File: src/rtl/gcns_pkg.sv
`timescale 1ns / 1ps
// gcns_pkg: shared widths and the command/status structs of the chromatic number search
// used by gcns_ctrl, gcns_dp and graph_chromatic_number_search_unit

package gcns_pkg;

    localparam int ROW_W   = 8;
    localparam int ROWIX_W = 3;
    localparam int COLOR_W = 4;
    localparam int COUNT_W = 4;

    typedef struct packed {
        logic wr_row;
        logic start;
        logic next_k;
        logic step;
        logic load_res;
        logic res_zero;
    } t_cmd;

    typedef struct packed {
        logic n_zero;
        logic self_loop;
        logic at_end;
        logic exhausted;
        logic k_last;
    } t_status;

endpackage

File: src/rtl/gcns_ctrl.sv
`timescale 1ns / 1ps
// gcns_ctrl: sequencer for row loading, backtracking search and result hand-off
// depends on gcns_pkg

module gcns_ctrl
    import gcns_pkg::*;
(
    input  logic    i_clk,
    input  logic    i_rst_n,
    input  logic    i_valid,
    input  logic    i_last_row,
    input  logic    i_stall,
    input  t_status i_status,
    output t_cmd    o_cmd,
    output logic    o_stall,
    output logic    o_valid
);

    typedef enum logic [1:0] {
        S_IDLE,
        S_CHECK,
        S_SEARCH,
        S_FINISH
    } t_state;

    t_state r_state, n_state;
    logic   r_found, n_found;
    logic   r_out_valid, n_out_valid;
    logic   w_accept;
    logic   w_slot_free;

    assign w_accept    = i_valid && (r_state == S_IDLE);
    assign w_slot_free = !r_out_valid || !i_stall;

    always_comb begin
        n_state     = r_state;
        n_found     = r_found;
        n_out_valid = r_out_valid && i_stall;
        o_cmd       = '0;
        case (r_state)
            S_IDLE: begin
                if (w_accept) begin
                    o_cmd.wr_row = 1'b1;
                    if (i_last_row) begin
                        n_state = S_CHECK;
                    end
                end
            end
            S_CHECK: begin
                if (i_status.n_zero || i_status.self_loop) begin
                    n_found = 1'b0;
                    n_state = S_FINISH;
                end else begin
                    o_cmd.start = 1'b1;
                    n_state     = S_SEARCH;
                end
            end
            S_SEARCH: begin
                if (i_status.at_end) begin
                    n_found = 1'b1;
                    n_state = S_FINISH;
                end else if (i_status.exhausted) begin
                    if (i_status.k_last) begin
                        n_found = 1'b0;
                        n_state = S_FINISH;
                    end else begin
                        o_cmd.next_k = 1'b1;
                    end
                end else begin
                    o_cmd.step = 1'b1;
                end
            end
            S_FINISH: begin
                if (w_slot_free) begin
                    o_cmd.load_res = 1'b1;
                    o_cmd.res_zero = !r_found;
                    n_out_valid    = 1'b1;
                    n_state        = S_IDLE;
                end
            end
            default: begin
                n_state = S_IDLE;
            end
        endcase
    end

    always_ff @(posedge i_clk) begin
        if (!i_rst_n) begin
            r_state     <= S_IDLE;
            r_found     <= 1'b0;
            r_out_valid <= 1'b0;
        end else begin
            r_state     <= n_state;
            r_found     <= n_found;
            r_out_valid <= n_out_valid;
        end
    end

    assign o_stall = (r_state != S_IDLE);
    assign o_valid = r_out_valid;

endmodule

File: src/rtl/gcns_dp.sv
`timescale 1ns / 1ps
// gcns_dp: adjacency rows, vertex count register, colouring stack and clash check
// depends on gcns_pkg

module gcns_dp
    import gcns_pkg::*;
#(
    parameter int NUM_V = 8
)
(
    input  logic               i_clk,
    input  logic               i_rst_n,
    input  logic               i_cfg_we,
    input  logic [COUNT_W-1:0] i_cfg_data,
    input  logic [ROWIX_W-1:0] i_row_index,
    input  logic [ROW_W-1:0]   i_row_bits,
    input  t_cmd               i_cmd,
    output t_status            o_status,
    output logic [COLOR_W-1:0] o_chromatic
);

    localparam int VW = $clog2(NUM_V + 1);
    localparam int AW = (NUM_V > 1) ? $clog2(NUM_V) : 1;

    logic [ROW_W-1:0]   r_adj [NUM_V];
    logic [COLOR_W-1:0] r_col [NUM_V];
    logic [COUNT_W-1:0] r_vcount;
    logic [VW-1:0]      r_v;
    logic [COLOR_W-1:0] r_cand;
    logic [COLOR_W-1:0] r_k;
    logic [COLOR_W-1:0] r_result;

    logic [COUNT_W-1:0] w_n;
    logic [AW-1:0]      w_vi;
    logic [AW-1:0]      w_pi;
    logic [ROWIX_W-1:0] w_vb;
    logic [ROW_W-1:0]   w_vrow;
    logic [NUM_V-1:0]   w_clash_u;
    logic [NUM_V-1:0]   w_loop_u;
    logic               w_clash;
    logic               w_over;

    assign w_n    = (r_vcount > COUNT_W'(NUM_V)) ? COUNT_W'(NUM_V) : r_vcount;
    assign w_vi   = AW'(r_v);
    assign w_pi   = AW'(r_v - VW'(1));
    assign w_vb   = ROWIX_W'(r_v);
    assign w_vrow = r_adj[w_vi];
    assign w_over = (r_cand > r_k);

    always_comb begin
        for (int u = 0; u < NUM_V; u++) begin
            w_clash_u[u] = (VW'(u) < r_v) && (r_col[u] == r_cand) &&
                           (r_adj[u][w_vb] || w_vrow[u]);
            w_loop_u[u]  = (COUNT_W'(u) < w_n) && r_adj[u][u];
        end
    end

    assign w_clash = |w_clash_u;

    assign o_status.n_zero    = (w_n == '0);
    assign o_status.self_loop = |w_loop_u;
    assign o_status.at_end    = (COUNT_W'(r_v) == w_n);
    assign o_status.exhausted = w_over && (r_v == '0);
    assign o_status.k_last    = (r_k == w_n);

    // row store, colouring stack and result register
    always_ff @(posedge i_clk) begin
        if (i_cmd.wr_row && (COUNT_W'(i_row_index) < COUNT_W'(NUM_V))) begin
            r_adj[AW'(i_row_index)] <= i_row_bits;
        end
        if (i_cmd.start || i_cmd.next_k) begin
            for (int u = 0; u < NUM_V; u++) begin
                r_col[u] <= '0;
            end
        end else if (i_cmd.step) begin
            if (w_over) begin
                r_col[w_pi] <= '0;
            end else if (!w_clash) begin
                r_col[w_vi] <= r_cand;
            end
        end
        if (i_cmd.load_res) begin
            r_result <= i_cmd.res_zero ? '0 : r_k;
        end
    end

    always_ff @(posedge i_clk) begin
        if (!i_rst_n) begin
            r_vcount <= '0;
            r_v      <= '0;
            r_cand   <= '0;
            r_k      <= '0;
        end else begin
            if (i_cfg_we) begin
                r_vcount <= i_cfg_data;
            end
            if (i_cmd.start) begin
                r_k    <= COLOR_W'(1);
                r_v    <= '0;
                r_cand <= COLOR_W'(1);
            end else if (i_cmd.next_k) begin
                r_k    <= r_k + COLOR_W'(1);
                r_v    <= '0;
                r_cand <= COLOR_W'(1);
            end else if (i_cmd.step) begin
                if (w_over) begin
                    // backtrack: resume the previous vertex at its next colour
                    r_v    <= r_v - VW'(1);
                    r_cand <= r_col[w_pi] + COLOR_W'(1);
                end else if (w_clash) begin
                    r_cand <= r_cand + COLOR_W'(1);
                end else begin
                    r_v    <= r_v + VW'(1);
                    r_cand <= COLOR_W'(1);
                end
            end
        end
    end

    assign o_chromatic = r_result;

endmodule

File: src/rtl/graph_chromatic_number_search_unit.sv
`timescale 1ns / 1ps
// graph_chromatic_number_search_unit: top level, brute force chromatic number search
// depends on gcns_pkg, gcns_ctrl and gcns_dp
//
// channel   direction  handshake            payload
// input     in         i_valid / o_stall    i_row_index, i_row_bits, i_last_row
// result    out        o_valid / i_stall    o_chromatic
// config    in         i_cfg_we             i_cfg_data (vertex count)
//
// a row item without last_row is stored and the input stays ready for the next row
// a last row leads to a check that gives 0 for no vertices or a self-loop, else to one
// backtracking step per cycle in the datapath for colour limits from 1 upward until a
// colouring fits; the result is then handed off once the output slot is free
// the result register lets the next rows load while a result waits on i_stall
// synchronous active-low reset clears the vertex count and all control state

module graph_chromatic_number_search_unit
    import gcns_pkg::*;
#(
    parameter int MAX_VERTICES = 8
)
(
    input  logic               i_clk,
    input  logic               i_rst_n,
    input  logic               i_cfg_we,
    input  logic [COUNT_W-1:0] i_cfg_data,
    input  logic               i_valid,
    output logic               o_stall,
    input  logic [ROWIX_W-1:0] i_row_index,
    input  logic [ROW_W-1:0]   i_row_bits,
    input  logic               i_last_row,
    output logic               o_valid,
    input  logic               i_stall,
    output logic [COLOR_W-1:0] o_chromatic
);

    localparam int NV = (MAX_VERTICES > ROW_W) ? ROW_W : MAX_VERTICES;

    t_cmd    w_cmd;
    t_status w_status;

    gcns_ctrl u_ctrl (
        .i_clk      (i_clk),
        .i_rst_n    (i_rst_n),
        .i_valid    (i_valid),
        .i_last_row (i_last_row),
        .i_stall    (i_stall),
        .i_status   (w_status),
        .o_cmd      (w_cmd),
        .o_stall    (o_stall),
        .o_valid    (o_valid)
    );

    gcns_dp #(
        .NUM_V (NV)
    ) u_dp (
        .i_clk       (i_clk),
        .i_rst_n     (i_rst_n),
        .i_cfg_we    (i_cfg_we),
        .i_cfg_data  (i_cfg_data),
        .i_row_index (i_row_index),
        .i_row_bits  (i_row_bits),
        .i_cmd       (w_cmd),
        .o_status    (w_status),
        .o_chromatic (o_chromatic)
    );

    a_last_row_blocks: assert property (@(posedge i_clk) disable iff (!i_rst_n)
        (i_valid && !o_stall && i_last_row) |=> o_stall)
        else $error("input taken while search starts");

    a_result_after_search: assert property (@(posedge i_clk) disable iff (!i_rst_n)
        $rose(o_valid) |-> $past(o_stall))
        else $error("result appeared without a search");

    a_result_range: assert property (@(posedge i_clk) disable iff (!i_rst_n)
        o_valid |-> (o_chromatic <= COLOR_W'(NV)))
        else $error("result above vertex limit");

endmodule

File: config.mk
export PLATFORM = sky130hd
export DESIGN_NAME = graph_chromatic_number_search_unit
export DESIGN_NICKNAME = d
export VERILOG_FILES = /design/src/rtl/gcns_pkg.sv /design/src/rtl/gcns_ctrl.sv /design/src/rtl/gcns_dp.sv /design/src/rtl/graph_chromatic_number_search_unit.sv
export SDC_FILE = /design/constraint.sdc
export NUM_CORES = 1
export LEC_CHECK = 0
export CORE_ASPECT_RATIO = 0.9
export CORE_MARGIN = 2
export CORE_UTILIZATION = 35
export DETAILED_ROUTE_END_ITERATION = 10
export DONT_BUFFER_PORTS = 1
export PLACE_DENSITY_LB_ADDON = 0.25
export SLEW_MARGIN = 0
export SYNTH_ARGS = -nofsm -noshare
export SYNTH_HDL_FRONTEND = slang
export SYNTH_SLANG_ARGS = --single-unit
File: constraint.sdc
create_clock -name i_clk -period 7.9 [get_ports i_clk]
set_clock_uncertainty 0.2 [all_clocks]
set_input_delay 0.395 -clock i_clk [delete_from_list [all_inputs] [get_ports i_clk]]
set_output_delay 0.395 -clock i_clk [all_outputs]
set_load 0.05 [all_outputs]
* After elaboration in Yosys (flattened, before gate mapping)
Memories as Yosys holds them, arrays and structs flattened. A register that Yosys moved wholly into a read port is not among the register bits.
Index checks and enable logic that the tools add are counted.
** Operators by class
- $add $sub $neg :: 5
- Multipliers :: 0
- Div/mod/pow operators :: 0
- $lt $le $gt $ge :: 19
- Equal/unequal tests :: 20
- Shift operators :: 0
- Muxes and demuxes :: 73
- Bitwise gates (word level) :: 1
- Reductions and logical operators :: 57
** Operator list (count)
- $mux W1 :: 42
- $eq A4 B4 Y1 :: 10
- $lt A3 B4 Y1 const A :: 8
- $mux W4 :: 7
- $logic_and A1 B1 Y1 :: 27
- $bmux W1 S3 :: 8
- $mux W2 :: 10
- $add A4 B1 Y4 const B :: 4
- $lt A1 B4 Y1 const A :: 4
- $lt A2 B4 Y1 const A :: 4
- $reduce_or A8 Y1 :: 2
- $mux W3 :: 4
- $logic_or A1 B1 Y1 :: 11
- $logic_not A4 Y1 :: 2
- $pmux W2 S4 :: 1
- $reduce_or A4 Y1 :: 2
- $ne A2 B1 Y1 const B :: 3
- $ne A3 B1 Y1 const B :: 2
- $reduce_bool A2 Y1 :: 3
- $reduce_and A5 Y1 :: 1
- $eq A2 B2 Y1 const B :: 2
- $gt A4 B4 Y1 :: 1
- $gt A4 B4 Y1 const B :: 1
- $lt A3 B4 Y1 const B :: 1
- other kinds (12) :: 15
** Word-level totals
- Flip-flop bits (word level) :: 24
- Bits in latches :: 0
- RAM bits :: 96
- ROM bits :: 0
- Input bits :: 21
- Output and inout port bits :: 6
- Logic and storage cells :: 187
- Memories :: 2
** Memory list
- u_dp.r_adj :: depth 8, width 8, read ports 9, clocked after Yosys merged registers in 1, wr ports 1, RTL line gcns_dp.sv:25 : logic [ROW_W-1:0] r_adj [NUM_V];
- u_dp.r_col :: depth 8, width 4, read ports 9, clocked after Yosys merged registers in 0, wr ports 8, RTL line gcns_dp.sv:26 : logic [COLOR_W-1:0] r_col [NUM_V];

* Longest topological paths before layout
- Depth in word-level cells :: 14
- Gate-level depth with buffers :: 13
- Depth with buffers taken out :: 10

* Cells and area by module
Synthesis repeated with hierarchy kept, for this count alone.
** Unflattened totals
- Cells, all modules :: 523
- Area, all modules :: 6777.8 µm²
** By module, submodules not included
- gcns_dp :: instances 1, cells each 485, area an instance 6419.9 µm², seq. area each 3383.2 µm²
- gcns_ctrl :: instances 1, cells each 38, area an instance 357.8 µm², seq. area each 80.1 µm²

* Worst setup path before layout
OpenSTA, ideal clock, no wires.
- Kind :: register to register
- Start point :: reg u_dp.r_v[0]
- End point :: mem u_dp.r_col[0][0], enable pin
- Setup time :: 0.347 ns
- Data arrival time :: 2.805 ns
- Data required time :: 7.353 ns
- Path slack :: 4.549 ns
- Cell stages (with the launch flop) :: 12
- Path buffers :: 2
- Clock period less this slack :: 3.351 ns
- Cells stage by stage :: dfxtp_1 > buf_2 > inv_1 > buf_2 > ha_1 > nor2_1 > o311ai_0 > a211oi_1 > or4_4 > o41ai_2 > a21oi_1 > a31oi_1
** RTL lines
- from (decl) :: RTL line gcns_dp.sv:28 : logic [VW-1:0] r_v;
- from (signal assigned) :: RTL line gcns_dp.sv:108 : r_v <= r_v - VW'(1);
- from (signal assigned) :: RTL line gcns_dp.sv:113 : r_v <= r_v + VW'(1);
- to (decl) :: RTL line gcns_dp.sv:26

==> run_results.csv <==
group,metric,value,unit
sta,report.final.slew_viol_count,0,
global_route,grt_pass1_wl,28700,um
synthesis,yosys_register_bits,123,
synthesis,yosysWarnings,0,
synthesis,syn-cell-area,7200,um2
cts,cts_hold_buf,18,
power,switching_share,0.301,
sta,slew_headroom,0.199,
synthesis,synth.avg_cell_area,13.2,um2
worst_setup_path,reg2reg_slack,3.29,ns
flow_run,maxCapViolCount,0,
detailed_routing,via_per_inst,5.93,
worst_setup_path,worstPathArrival,4.47,ns
worst_setup_path,path_max_fanout,17,
floorplan,die_h,140,um
sta,final_hold_viol_count,0,
synthesis,synth-edff-count,100,
cts,post_cts_buffers,0,
power,p_leak,2.62,nW
power,p_sw,637,uW
cts,cts_sinks,123,
floorplan,num_rows,49,
run_status,outcome,"finished clean",
sta,setup_viol,0,
detailed_routing,route.detailed.drc,0,
min_path,worstHoldPathType,"input pin to register",
worst_setup_path,crit_type,"register to register",
final_layout,area_delta_synth_final,13.3,%
sta,period_minus_slack,4.61,ns
final_layout,final_nets,590,
detailed_routing,drtAntennaViolNets,0,
worst_setup_path,critPathRequiredTime,7.76,ns
cts,clockBufferDepth,2,
placement,place_hpwl,13500,um
cts,cts_inserted_buffers,17,
cts,insertion_delay,0.43,ns
worst_setup_path,r2r-end,"u_dp.r_col[0][1]$_SDFFCE_PN0P_",
worst_setup_path,slowest_stage,"inv_1",
power,power_frac_seq,0.385,
cts,htree_levels,4,
sta,rsz0062_at_grt,"no",
detailed_routing,postRouteWirelength,18500,um
worst_setup_path,endpoint_kind,"register",
floorplan,design.portCount,27,
final_layout,seqCellArea,3460,um2
sta,whs,0.0459,ns
floorplan,die_w,155,um
worst_setup_path,critPathLaunchType,"register",
placement,gp_congestion,0.889,
cts,clk_pin_slew,0.06,ns
cts,cts_tree,"done",
floorplan,die_area,21700,um2
detailed_routing,num_vias,4865,
global_route,grt_pass1_vias,4821,
sta,worst_pin_slew,1.20,ns
final_layout,fin_util,0.406,
power,vdd_drop_max,187,uV
synthesis,ys_async_sr_fraction,0,
placement,dp_slack,3.31,ns
detailed_routing,first_iter_violations,458,
cts,clock_tree.root_cell,"clkbuf_16",
final_layout,fill_cells,1859,
final_layout,diodes,0,
floorplan,initial_utilization,0.358,
power,clock_power_share,0.398,
worst_setup_path,crit_path_end,"u_dp.r_col[0][1]$_SDFFCE_PN0P_",
final_layout,drive_gt1_frac,0.147,
synthesis,synth_cell_types,71,
global_route,grt_max_degree,35,
synthesis,syn_inst,547,
worst_setup_path,slowest_delay,0.64,ns
power,power_density,259,nW/um2
power,comb_power_share,0.217,
worst_setup_path,cp_cell_sequence,"inv_1 -> ha_1 -> nor2_1 -> o311ai_0 -> a211oi_1 -> or4_4 -> o41ai_2 -> a21oi_1 -> a31oi_1",
global_route,grtUsageTotal,0.177,
synthesis,syn_nets,584,
worst_setup_path,reg2regPathDepth,9,
worst_setup_path,r2r_start,"u_dp.r_v[0]$_SDFFE_PP0P_",
cts,cts_resized,0,
placement,port_buffers,0,
synthesis,dominantRegCellSynth,"edfxtp_1",
synthesis,seq_area_frac_synth,0.481,
detailed_routing,wl_per_cell,22.5,um
detailed_routing,first_pass_iters,5,
sta,max_freq,0.217,GHz
floorplan,core_area,20100,um2
worst_setup_path,startpoint,"u_dp.r_v[0]$_SDFFE_PP0P_",
final_layout,multi_input_area,3460,um2
sta,layout_setup_ws,3.29,ns
sta,final.period_utilization,0.584,
global_route,overflow,0,
power,p_int,1.48,mW
global_route,antenna_found_initial,0,
sta,setup_tns,0,ns
-- routing by layer --
layer,track usage,up-vias,part of all wire
li1,-,2236,-
met1,0.240,2425,0.46
met2,0.279,170,0.47
met3,0.0399,34,0.044
met4,0.0681,0,0.023
met5,0,-,0
-- power by group through the flow --
stage               sequential (mW)  clock [mW]  combinational [mW]
floorplan                     0.781           0               0.384
finish                        0.814       0.841               0.457
detailed placement            0.826           0               0.437
global route                  0.818       0.885               0.501
CTS                           0.812       0.856               0.453
global placement              0.824           0               0.428
-- cell type report --
type                    instances  share of cell area
multi-input cells             372               0.424
inverters                      17             0.00782
flip-flops and latches        123               0.425
repair buffers                 22              0.0258
clock buffers                  20              0.0560
clock inverters                12              0.0229
well taps                     255              0.0391
-- sequential cells by signal, indices dropped and copies added, names as in the netlist, named ones only --
| signal | flops |
|---|---|
| u_dp.o_chromatic | 4 |
| u_ctrl.r_state | 2 |
| u_ctrl.r_found | 1 |
| u_dp.r_vcount | 4 |
| u_dp.r_v | 4 |
| u_dp.r_col | 32 |
| u_dp.r_adj | 64 |
| u_dp.r_k | 4 |
| u_ctrl.o_valid | 1 |
| u_dp.r_cand | 4 |
-- cells in the final DEF (no fill, tap or decap), types with 18 or more instances in the layout --
cell type,netlist,layout
xnor2_1,32,32
dlygate4sd3_1,0,18
dfxtp_1,23,23
mux2i_1,25,25
a31oi_1,48,48
edfxtp_1,100,100
nor2_1,36,36
mux4_1,23,23
-- cell usage after synthesis, types with 3 or more instances --
library cell	n	area share
o21ai_2	4	0.0049
ha_1	16	0.028
and2_1	6	0.0052
a2111oi_0	4	0.0049
nor4_1	3	0.0026
a21oi_1	17	0.012
nand3_1	16	0.011
mux4_1	23	0.084
edfxtp_1	100	0.42
o21ai_1	4	0.0028
a31oi_1	48	0.042
buf_2	12	0.0083
clkbuf_1	14	0.0073
xnor2_1	32	0.039
o21a_1	5	0.0052
a211oi_1	9	0.0094
nand2b_1	5	0.0043
buf_12	3	0.0083
o31ai_1	3	0.0031
mux2i_1	25	0.035
dfxtp_1	23	0.064
o21ai_0	7	0.0049
inv_1	16	0.0083
nor2_1	36	0.019
xor2_1	9	0.011
mux4_2	17	0.053
nor2b_1	4	0.0035
nor3_1	6	0.0042
nand2_1	13	0.0068
nand4_2	8	0.014
-- through the flow --
stage | power (mW) | area [um2] | std cells
6_report | 2.11 | 8160 | 821
5_1_grt | 2.20 | 8160 | 821
4_1_cts | 2.12 | 8160 | 821
3_5_place_dp | 1.26 | 7330 | 771
3_3_place_gp | 1.25 | 7330 | 771
2_1_floorplan | 1.17 | 7200 | 547
-- worst min-delay path by stage --
| stage | start | to | cells after the start |
|---|---|---|---|
| detailed placement | u_ctrl.r_found$_SDFFE_PN0P_ | u_ctrl.r_found$_SDFFE_PN0P_ | 2 |
| global placement | u_ctrl.r_found$_SDFFE_PN0P_ | u_ctrl.r_found$_SDFFE_PN0P_ | 2 |
| CTS | i_rst_n | u_ctrl.r_state[1]$_SDFFE_PN0P_ | 2 |
| floorplan | u_ctrl.r_found$_SDFFE_PN0P_ | u_ctrl.r_found$_SDFFE_PN0P_ | 2 |
| finish | i_rst_n | u_ctrl.r_state[1]$_SDFFE_PN0P_ | 2 |
| global route | i_rst_n | u_dp.r_vcount[1]$_SDFFE_PN0P_ | 2 |
-- critical path, delay by kind of cell, from the launching register on --
family,cells,cell delay (ns)
AO/OA/AOI/OAI,5,1.51
buffers and inverters,1,0.64
flip-flops,1,0.61
AND/OR/NAND/NOR,2,0.69
adder cells (fa/ha/maj),1,0.60
-- cell families (layout without fill, tap and decap cells) --
| group | after synthesis | count (layout) | synth area share |
|---|---|---|---|
| adders and majority gates | 16 | 16 | 0.0278 |
| buffers and inverters | 52 | 71 | 0.0389 |
| xor gates and xnor gates | 41 | 41 | 0.0499 |
| AOI/OAI and AO/OA | 131 | 131 | 0.132 |
| muxes | 66 | 66 | 0.173 |
| and+or+nand+nor | 118 | 118 | 0.0966 |
| DFF | 123 | 123 | 0.481 |
(Power assumes the default switching activity.)
